<file path="config.mk">
export PLATFORM = sky130hd
export DESIGN_NAME = dual_encoder_menu_event_generator_top
export DESIGN_NICKNAME = d
export VERILOG_FILES = /design/src/hw/rtl/demeg_pkg.sv /design/src/hw/rtl/demeg_front.sv /design/src/hw/rtl/demeg_queue.sv /design/src/hw/rtl/demeg_back.sv /design/src/hw/rtl/dual_encoder_menu_event_generator_top.sv
export SDC_FILE = /design/constraint.sdc
export NUM_CORES = 1
export LEC_CHECK = 0
export BUFFER_PORTS_ARGS = -buffer_cell sky130_fd_sc_hd__buf_2
export CELL_PAD_IN_SITES_DETAIL_PLACEMENT = 0
export CELL_PAD_IN_SITES_GLOBAL_PLACEMENT = 1
export CORE_UTILIZATION = 30
export DETAILED_ROUTE_END_ITERATION = 8
export PLACE_DENSITY_LB_ADDON = 0.1
export RECOVER_POWER = 50
export SYNTH_ARGS = -nofsm -noshare
export SYNTH_HDL_FRONTEND = slang
export SYNTH_SLANG_ARGS = --single-unit
export TNS_END_PERCENT = 1
</file>
<file path="constraint.sdc">
create_clock -name aclk -period 8.4 [get_ports aclk]
set_input_delay 1.68 -clock aclk [delete_from_list [all_inputs] [get_ports aclk]]
set_output_delay 1.68 -clock aclk [all_outputs]
set_load 0.1 [all_outputs]
</file>
<file path="src/hw/rtl/demeg_pkg.sv">
`timescale 1ns / 1ps
// Shared types and constants for the dual encoder menu event generator.
// No dependencies; imported by the front, queue, back and top-level modules.
package demeg_pkg;

    localparam int CFG_W     = 16;
    localparam int TIME_W    = 32;
    localparam int POS_W     = 8;
    localparam int KIND_W    = 3;
    localparam int TICK_W    = 4;
    localparam int CFG_IDX_W = 2;
    localparam int S_DATA_W  = 40;
    localparam int M_DATA_W  = 48;
    localparam int NUM_EV    = 4;

    // Event kinds as they appear on the result stream.
    localparam logic [KIND_W-1:0] KIND_MAIN_ROTATE  = 3'd0;
    localparam logic [KIND_W-1:0] KIND_SUB_ROTATE   = 3'd1;
    localparam logic [KIND_W-1:0] KIND_TALK_PRESS   = 3'd2;
    localparam logic [KIND_W-1:0] KIND_TALK_RELEASE = 3'd3;
    localparam logic [KIND_W-1:0] KIND_CONFIRM      = 3'd4;

    // Configuration register indexes.
    localparam logic [CFG_IDX_W-1:0] CFG_STEP_DEBOUNCE = 2'd0;
    localparam logic [CFG_IDX_W-1:0] CFG_ROTATE_LIMIT  = 2'd1;
    localparam logic [CFG_IDX_W-1:0] CFG_RELEASE_GUARD = 2'd2;

    // Bit positions in the per-tick event mask, in emission order.
    localparam int EV_MAIN    = 0;
    localparam int EV_SUB     = 1;
    localparam int EV_TALK    = 2;
    localparam int EV_CONFIRM = 3;

    // Everything the back end needs to emit all events of one tick.
    typedef struct packed {
        logic [NUM_EV-1:0] ev_mask;
        logic              talk_release;
        logic [POS_W-1:0]  main_pos;
        logic [POS_W-1:0]  sub_pos;
        logic [TIME_W-1:0] now_ms;
    } tick_rec_t;

endpackage

</file>
<file path="src/hw/rtl/demeg_front.sv">
`timescale 1ns / 1ps
// Front end: holds the configuration and all tracking state, classifies one tick
// per word and produces a tick record when the tick yields events. Uses demeg_pkg.
module demeg_front #(
    parameter int WARMUP_TICKS = 10
) (
    input  logic                             aclk,
    input  logic                             aresetn,
    input  logic                             cfg_wr_en,
    input  logic [demeg_pkg::CFG_IDX_W-1:0]  cfg_index,
    input  logic [demeg_pkg::CFG_W-1:0]      cfg_wdata,
    input  logic                             tick_accept,
    input  logic [demeg_pkg::TIME_W-1:0]     now_ms,
    input  logic                             main_clock_level,
    input  logic                             main_data_level,
    input  logic                             sub_clock_level,
    input  logic                             sub_data_level,
    input  logic                             talk_button_level,
    input  logic                             confirm_switch_level,
    output logic                             rec_push,
    output demeg_pkg::tick_rec_t             rec_data
);
    import demeg_pkg::*;

    logic [CFG_W-1:0]  step_deb_reg, rate_lim_reg, guard_reg;
    logic              main_prev_reg, sub_prev_reg;
    logic [TIME_W-1:0] main_step_reg, sub_step_reg, main_evt_reg, sub_evt_reg;
    logic [POS_W-1:0]  main_pos_reg, sub_pos_reg;
    logic              talk_held_reg, talk_valid_reg, confirm_held_reg;
    logic [TIME_W-1:0] talk_rel_reg, confirm_rel_reg;
    logic [TICK_W-1:0] tick_reg;

    logic [TICK_W-1:0] tick_next;
    logic              warm;
    logic              main_edge, sub_edge, main_go, sub_go;
    logic [POS_W-1:0]  main_pos_next, sub_base, sub_pos_next;
    logic              talk_down, confirm_down;
    logic              talk_press, talk_rel, confirm_press, confirm_rel;
    logic              talk_guard_ok, confirm_guard_ok;

    assign tick_next = (tick_reg < TICK_W'(WARMUP_TICKS)) ? tick_reg + 1'b1 : tick_reg;
    assign warm      = tick_next < TICK_W'(WARMUP_TICKS);

    // A falling clock edge counts only once the step debounce window has closed.
    assign main_edge = ((now_ms - main_step_reg) >= {16'd0, step_deb_reg})
                       && main_prev_reg && !main_clock_level;
    assign sub_edge  = ((now_ms - sub_step_reg) >= {16'd0, step_deb_reg})
                       && sub_prev_reg && !sub_clock_level;

    assign main_go = !warm && main_edge && ((now_ms - main_evt_reg) >= {16'd0, rate_lim_reg});
    assign sub_go  = !warm && sub_edge && ((now_ms - sub_evt_reg) >= {16'd0, rate_lim_reg});

    assign main_pos_next = main_go ? main_pos_reg + (main_data_level ? 8'd1 : 8'hFF)
                                   : main_pos_reg;
    assign sub_base      = main_go ? '0 : sub_pos_reg;
    assign sub_pos_next  = sub_go ? sub_base + (sub_data_level ? 8'd1 : 8'hFF) : sub_base;

    assign talk_down    = !talk_button_level;
    assign confirm_down = !confirm_switch_level;

    assign talk_guard_ok    = !talk_valid_reg
                              || ((now_ms - talk_rel_reg) >= {16'd0, guard_reg});
    assign confirm_guard_ok = (now_ms - confirm_rel_reg) >= {16'd0, guard_reg};

    assign talk_press    = !warm && talk_down && !talk_held_reg && talk_guard_ok;
    assign talk_rel      = !warm && !talk_down && talk_held_reg;
    assign confirm_press = !warm && confirm_down && !confirm_held_reg && confirm_guard_ok;
    assign confirm_rel   = !warm && !confirm_down && confirm_held_reg;

    always_comb begin
        rec_data.ev_mask               = '0;
        rec_data.ev_mask[EV_MAIN]      = main_go;
        rec_data.ev_mask[EV_SUB]       = sub_go;
        rec_data.ev_mask[EV_TALK]      = talk_press || talk_rel;
        rec_data.ev_mask[EV_CONFIRM]   = confirm_press;
        rec_data.talk_release          = talk_rel;
        rec_data.main_pos              = main_pos_next;
        rec_data.sub_pos               = sub_pos_next;
        rec_data.now_ms                = now_ms;
    end

    assign rec_push = tick_accept && (main_go || sub_go || talk_press || talk_rel
                                      || confirm_press);

    always_ff @(posedge aclk) begin
        if (!aresetn) begin
            step_deb_reg <= 16'd50;
            rate_lim_reg <= 16'd100;
            guard_reg    <= 16'd100;
        end else if (cfg_wr_en) begin
            case (cfg_index)
                CFG_STEP_DEBOUNCE: step_deb_reg <= cfg_wdata;
                CFG_ROTATE_LIMIT:  rate_lim_reg <= cfg_wdata;
                CFG_RELEASE_GUARD: guard_reg    <= cfg_wdata;
                default: ;
            endcase
        end
    end

    always_ff @(posedge aclk) begin
        if (!aresetn) begin
            main_prev_reg    <= 1'b1;
            sub_prev_reg     <= 1'b1;
            main_step_reg    <= '0;
            sub_step_reg     <= '0;
            main_evt_reg     <= '0;
            sub_evt_reg      <= '0;
            main_pos_reg     <= '0;
            sub_pos_reg      <= '0;
            talk_held_reg    <= 1'b0;
            talk_valid_reg   <= 1'b0;
            talk_rel_reg     <= '0;
            confirm_held_reg <= 1'b0;
            confirm_rel_reg  <= '0;
            tick_reg         <= '0;
        end else if (tick_accept) begin
            tick_reg      <= tick_next;
            main_prev_reg <= main_clock_level;
            sub_prev_reg  <= sub_clock_level;
            if (main_edge) begin
                main_step_reg <= now_ms;
            end
            if (sub_edge) begin
                sub_step_reg <= now_ms;
            end
            if (warm) begin
                talk_held_reg    <= 1'b0;
                talk_valid_reg   <= 1'b0;
                confirm_held_reg <= confirm_down;
            end else begin
                main_pos_reg <= main_pos_next;
                sub_pos_reg  <= sub_pos_next;
                if (main_go) begin
                    main_evt_reg <= now_ms;
                end
                if (sub_go) begin
                    sub_evt_reg <= now_ms;
                end
                if (talk_press) begin
                    talk_held_reg <= 1'b1;
                end else if (talk_rel) begin
                    talk_held_reg  <= 1'b0;
                    talk_rel_reg   <= now_ms;
                    talk_valid_reg <= 1'b1;
                end
                if (confirm_press) begin
                    confirm_held_reg <= 1'b1;
                end else if (confirm_rel) begin
                    confirm_held_reg <= 1'b0;
                    confirm_rel_reg  <= now_ms;
                end
            end
        end
    end

endmodule

</file>
<file path="src/hw/rtl/demeg_queue.sv">
`timescale 1ns / 1ps
// Small FIFO of tick records between the front and back ends.
// Uses demeg_pkg for the record type.
module demeg_queue #(
    parameter int DEPTH = 4
) (
    input  logic                 aclk,
    input  logic                 aresetn,
    input  logic                 push,
    input  demeg_pkg::tick_rec_t push_data,
    input  logic                 pop,
    output demeg_pkg::tick_rec_t head,
    output logic                 empty,
    output logic                 full
);
    import demeg_pkg::*;

    localparam int PTR_W = (DEPTH > 1) ? $clog2(DEPTH) : 1;
    localparam int CNT_W = $clog2(DEPTH + 1);

    tick_rec_t        mem [DEPTH];
    logic [PTR_W-1:0] wr_ptr_reg, rd_ptr_reg;
    logic [CNT_W-1:0] count_reg;
    logic             do_push, do_pop;

    assign empty   = (count_reg == '0);
    assign full    = (count_reg == CNT_W'(DEPTH));
    assign do_push = push && !full;
    assign do_pop  = pop && !empty;
    assign head    = mem[rd_ptr_reg];

    always_ff @(posedge aclk) begin
        if (do_push) begin
            mem[wr_ptr_reg] <= push_data;
        end
    end

    always_ff @(posedge aclk) begin
        if (!aresetn) begin
            wr_ptr_reg <= '0;
            rd_ptr_reg <= '0;
            count_reg  <= '0;
        end else begin
            if (do_push) begin
                wr_ptr_reg <= (wr_ptr_reg == PTR_W'(DEPTH - 1)) ? '0 : wr_ptr_reg + 1'b1;
            end
            if (do_pop) begin
                rd_ptr_reg <= (rd_ptr_reg == PTR_W'(DEPTH - 1)) ? '0 : rd_ptr_reg + 1'b1;
            end
            if (do_push && !do_pop) begin
                count_reg <= count_reg + 1'b1;
            end else if (do_pop && !do_push) begin
                count_reg <= count_reg - 1'b1;
            end
        end
    end

endmodule

</file>
<file path="src/hw/rtl/demeg_back.sv">
`timescale 1ns / 1ps
// Back end: walks the head tick record's events one per cycle into the output
// register when free. Uses demeg_pkg for the record type and event codes.
module demeg_back (
    input  logic                            aclk,
    input  logic                            aresetn,
    input  demeg_pkg::tick_rec_t            head,
    input  logic                            q_empty,
    output logic                            q_pop,
    output logic                            m_tvalid,
    input  logic                            m_tready,
    output logic [demeg_pkg::M_DATA_W-1:0]  m_tdata,
    output logic                            m_tlast,
    output logic [demeg_pkg::KIND_W-1:0]    m_tuser
);
    import demeg_pkg::*;

    logic [NUM_EV-1:0]   done_reg, done_next;
    logic                valid_reg, valid_next;
    logic [M_DATA_W-1:0] data_reg, data_next;
    logic                last_reg, last_next;
    logic [KIND_W-1:0]   kind_reg, kind_next;

    logic [NUM_EV-1:0] pending, sel;
    logic              load_ok, emit, is_last;
    logic [KIND_W-1:0] kind;
    logic [POS_W-1:0]  sub_field;

    assign pending = head.ev_mask & ~done_reg;
    assign sel     = pending & (~pending + 1'b1);   // lowest pending event
    assign is_last = ((pending & ~sel) == '0);
    assign load_ok = !valid_reg || m_tready;
    assign emit    = load_ok && !q_empty;
    assign q_pop   = emit && is_last;

    always_comb begin
        kind      = KIND_CONFIRM;
        sub_field = head.sub_pos;
        if (sel[EV_MAIN]) begin
            kind      = KIND_MAIN_ROTATE;
            sub_field = '0;
        end else if (sel[EV_SUB]) begin
            kind = KIND_SUB_ROTATE;
        end else if (sel[EV_TALK]) begin
            kind = head.talk_release ? KIND_TALK_RELEASE : KIND_TALK_PRESS;
        end
    end

    always_comb begin
        valid_next = valid_reg;
        data_next  = data_reg;
        last_next  = last_reg;
        kind_next  = kind_reg;
        done_next  = done_reg;
        if (emit) begin
            valid_next = 1'b1;
            data_next  = {head.now_ms, sub_field, head.main_pos};
            last_next  = is_last;
            kind_next  = kind;
            done_next  = is_last ? '0 : (done_reg | sel);
        end else if (load_ok) begin
            valid_next = 1'b0;
        end
    end

    always_ff @(posedge aclk) begin
        if (!aresetn) begin
            valid_reg <= 1'b0;
            done_reg  <= '0;
        end else begin
            valid_reg <= valid_next;
            done_reg  <= done_next;
        end
    end

    always_ff @(posedge aclk) begin
        data_reg <= data_next;
        last_reg <= last_next;
        kind_reg <= kind_next;
    end

    assign m_tvalid = valid_reg;
    assign m_tdata  = data_reg;
    assign m_tlast  = last_reg;
    assign m_tuser  = kind_reg;

endmodule

</file>
<file path="src/hw/rtl/dual_encoder_menu_event_generator_top.sv">
`timescale 1ns / 1ps
// Top level of the dual encoder menu event generator.
// Depends on demeg_pkg, demeg_front, demeg_queue and demeg_back.

// Each input word is one polling tick: a millisecond time stamp, the clock and
// data levels of a main and a sub rotary encoder, and two active-low buttons.
// The front end takes one tick per clock cycle while the record queue has room,
// updates the encoder positions, debounce stamps and button states at once, and
// stores a record for any tick that produces events. The back end emits those
// events one per cycle while the receiver takes them, in the order main rotate,
// sub rotate, talk press or release, confirm, with tlast on the final event of
// the tick. A tick is one input word and gives as many event words as it has
// events (zero to four); the output register holds a waiting event while the
// front end keeps accepting ticks, and the input stalls only when the queue of
// QUEUE_DEPTH records is full. The first WARMUP_TICKS - 1 ticks after reset only
// sample the pins and produce nothing. Configuration writes take effect on the
// next clock edge and are meant to be made while the block is idle.
module dual_encoder_menu_event_generator_top #(
    parameter int WARMUP_TICKS = 10,
    parameter int QUEUE_DEPTH  = 4
) (
    input  logic                             aclk,
    input  logic                             aresetn,
    // Configuration: index 0 step debounce, 1 rotate rate limit, 2 release guard.
    input  logic                             cfg_wr_en,
    input  logic [demeg_pkg::CFG_IDX_W-1:0]  cfg_index,
    input  logic [demeg_pkg::CFG_W-1:0]      cfg_wdata,
    // Tick input stream.
    input  logic                             s_tvalid,
    output logic                             s_tready,
    // From bit 0: now_ms[31:0], main_clock_level[32], main_data_level[33],
    // sub_clock_level[34], sub_data_level[35], talk_button_level[36],
    // confirm_switch_level[37], zero padding[39:38].
    input  logic [demeg_pkg::S_DATA_W-1:0]   s_tdata,
    // Event output stream; tlast is last_of_tick.
    output logic                             m_tvalid,
    input  logic                             m_tready,
    // From bit 0: main_position[7:0], sub_position[15:8], event_time_ms[47:16].
    output logic [demeg_pkg::M_DATA_W-1:0]   m_tdata,
    output logic                             m_tlast,
    // event_kind[2:0].
    output logic [demeg_pkg::KIND_W-1:0]     m_tuser
);
    import demeg_pkg::*;

    logic      q_full, q_empty, q_pop, rec_push, tick_accept;
    tick_rec_t rec_data, head;

    // Backpressure comes from the queue alone, so the input never waits on the
    // output handshake directly.
    assign s_tready    = !q_full;
    assign tick_accept = s_tvalid && s_tready;

    demeg_front #(
        .WARMUP_TICKS(WARMUP_TICKS)
    ) u_front (
        .aclk                (aclk),
        .aresetn             (aresetn),
        .cfg_wr_en           (cfg_wr_en),
        .cfg_index           (cfg_index),
        .cfg_wdata           (cfg_wdata),
        .tick_accept         (tick_accept),
        .now_ms              (s_tdata[31:0]),
        .main_clock_level    (s_tdata[32]),
        .main_data_level     (s_tdata[33]),
        .sub_clock_level     (s_tdata[34]),
        .sub_data_level      (s_tdata[35]),
        .talk_button_level   (s_tdata[36]),
        .confirm_switch_level(s_tdata[37]),
        .rec_push            (rec_push),
        .rec_data            (rec_data)
    );

    demeg_queue #(
        .DEPTH(QUEUE_DEPTH)
    ) u_queue (
        .aclk     (aclk),
        .aresetn  (aresetn),
        .push     (rec_push),
        .push_data(rec_data),
        .pop      (q_pop),
        .head     (head),
        .empty    (q_empty),
        .full     (q_full)
    );

    demeg_back u_back (
        .aclk    (aclk),
        .aresetn (aresetn),
        .head    (head),
        .q_empty (q_empty),
        .q_pop   (q_pop),
        .m_tvalid(m_tvalid),
        .m_tready(m_tready),
        .m_tdata (m_tdata),
        .m_tlast (m_tlast),
        .m_tuser (m_tuser)
    );

endmodule

</file>
==> flow_summary.json <==
{
  "outcome": "finished, violations left",
  "violations": "max-capacitance violations, max-slew violations",
  "dp_cells": 5345,
  "cts_buffers": 72,
  "synth_edf_count": 264,
  "antenna_found_initial": 18,
  "largest_reg_flops": 212,
  "nNetsFinal": 4280,
  "crit_top_cell": "a21oi_1",
  "p_switching_mw": 2.01,
  "crit_required_ps": 8820,
  "ys_ff_latch": 543,
  "cts_root_buffer": "clkbuf_16",
  "drv_slew": 398,
  "port_buffers": 114,
  "yosysMostFrequentCell": "nand2_1",
  "grt_pass1_vias": 27171,
  "seqPwrFrac_pct": 40.1,
  "p_int_mw": 4.97,
  "r2r_setup_slack_ps": 1250,
  "vias": 27767,
  "wl_per_cell_um": 21.7,
  "max_freq_mhz": 126,
  "place_congestion": 0.865,
  "netlist_top_cells_count": "nand2_1, a21oi_1, inv_1, ha_1, nor2_1",
  "synth_top_area_share_pct": 23.0,
  "slowest_delay_ps": 540,
  "worstSkewPairLatency_ps": 650,
  "cp-end-kind": "register",
  "worst_slew_pin_slew_ps": 3470,
  "path_class": "in -> reg",
  "leakage_nw": 14.6,
  "cp-start-kind": "input port",
  "grt_max_degree": 146,
  "drive_gt1_share_pct": 9.76,
  "syn_avg_cell_area_um2": 9.31,
  "clock-sinks": 543,
  "vdd.ir_drop.worst_uv": 139,
  "powerDensity_nw_per_um2": 175,
  "rsz0062_at_grt": "false",
  "cts_max_path_buffers": 3,
  "synth_flop_cell": "dfxtp_1",
  "cts_setup_buffers": 0,
  "clock_skew_ps": 40.6,
  "die_h_um": 341,
  "grt_overflow_total": 0,
  "hold_path.class": "reg -> reg",
  "yosys-top-cells-area": "edfxtp_1, dfxtp_1, ha_1",
  "cp.arrival_ps": 8380,
  "swShare_pct": 28.8,
  "remaining_drc_errors": 0,
  "setup_violations": 0,
  "hold_viol": 0,
  "combPwrFrac_pct": 16.3,
  "routed_wl_um": 119000,
  "synth_area_um2": 34500,
  "slew_headroom_pct": -131,
  "yosys.cell_types.count": 100,
  "syn-num-nets": 4078,
  "slowest_stage": "or4_1",
  "period_minus_slack_ps": 7960,
  "drt_iter0_drc": 1548,
  "row_count": 124,
  "clockPowerShare_pct": 43.6,
  "hold_ws_ps": 452,
  "syn2layout_area_growth_pct": 15.7,
  "hpwl_um": 89900,
  "drv_cap": 10,
  "syn_inst": 3705,
  "die_w_um": 341,
  "post_cts_resized": 0,
  "place_area_um2": 37800,
  "htree_num_levels": 3,
  "async_flop_share_pct": 0,
  "routed_via_density": 5.07,
  "cts_hold_buf": 0,
  "yosys.area.top_type": "edfxtp_1",
  "ant_nets": 0,
  "coreArea_um2": 114000,
  "initial_core_util_pct": 30.2,
  "track_usage_pct": 20.3,
  "regMostFlops": "u_queue.mem",
  "clkTransAtPathRegs_ps": 50,
  "ios": 117,
  "seq_area_frac_synth_pct": 39.2,
  "stdcell_count": 5481,
  "firstDrtPassIters": 5,
  "cp_max_fo": 4,
  "final_cell_area_um2": 39900,
  "finalCritPeriodShare_pct": 94.8,
  "grt_pass1_wl_um": 177000,
  "die_area_um2": 116000,
  "yosys_warnings": 0,
  "cts_tree": "done"
}
[through the flow]
step / TNS, ps / utilization [%] / power [mW] / worst slack [ps]
floorplan: 0 / - / 3.59 / 578
global placement: -1010 / 33.1 / 4.01 / -218
detailed placement: -939 / 33.1 / 4.00 / -205
CTS: 0 / 35.1 / 7.10 / 431
global route: 0 / 34.9 / 7.31 / 6.30
finish: 0 / 35.0 / 6.98 / 438
[routing by layer]
| layer | GRT usage, % | wire length, um | up-vias | part of all wire, % |
|---|---|---|---|---|
| met3 | 3.04 | 4870 | 124 | 4.1 |
| li1 | - | - | 13928 | - |
| met2 | 32.2 | 53000 | 418 | 45 |
| met5 | 0 | 44 | - | 0.037 |
| met1 | 28.6 | 58300 | 13289 | 49 |
| met4 | 5.01 | 2810 | 8 | 2.4 |
[layout make-up]
type	instances	area, um^2
fillers	11985	74300
multi-input cells	2716	19300
flip-flops and latches	543	13500
clock buffers	102	1930
well taps	1512	1890
repair buffers	269	1690
inverters	305	1150
clock inverters	31	408
diodes	3	7.51
[worst max-delay path, delay by kind of cell]
family / cells / cell delay (ps)
AO/OA/AOI/OAI: 13 / 2710
buffers and inverters: 5 / 610
XOR/XNOR: 2 / 290
AND/OR/NAND/NOR: 9 / 2080
adder cells (fa/ha/maj): 4 / 1020
[layout by cell type, fill, tap and decap left out, types with 76 or more instances in the layout]
| cell | instances |
|---|---|
| mux2i_1 | 145 |
| clkbuf_1 | 139 |
| ha_1 | 301 |
| o21ai_0 | 152 |
| buf_4 | 114 |
| nand2_1 | 405 |
| nor2_1 | 285 |
| dfxtp_1 | 278 |
| a21oi_1 | 334 |
| xnor2_1 | 76 |
| edfxtp_1 | 264 |
| inv_1 | 303 |
[power by group through the flow]
stage	clock network, mW	registers, mW	logic [mW]
3_3_place_gp	0	2.86	1.15
3_5_place_dp	0	2.86	1.14
2_1_floorplan	0	2.85	0.739
4_1_cts	3.15	2.80	1.15
5_1_grt	3.24	2.80	1.27
6_report	3.04	2.80	1.14
[cell families (layout without fill, tap and decap cells)]
family / Yosys count / count (layout) / share of synthesized area [%]
compound gates: 933 / 933 / 17.5
other cells: 0 / 3 / 0
buf+inv: 446 / 707 / 4.99
mux: 216 / 216 / 8.25
xor+xnor: 121 / 121 / 3.07
simple gates: 1136 / 1136 / 15.6
fa+ha+maj: 310 / 310 / 11.4
flops: 543 / 543 / 39.2
[path summary, 6_finish.rpt]
kind,start,endpoint,cells after the start
worst max-delay path,s_tdata[0],u_queue.mem[1][39],33
worst min register to register,u_front.confirm_rel_reg[17],u_front.confirm_rel_reg[17],2
worst min-delay path,u_front.confirm_rel_reg[17],u_front.confirm_rel_reg[17],2
worst max register to register,u_front.main_evt_reg[1],u_queue.mem[1][39],29
Power figures use the tool's default switching activity.
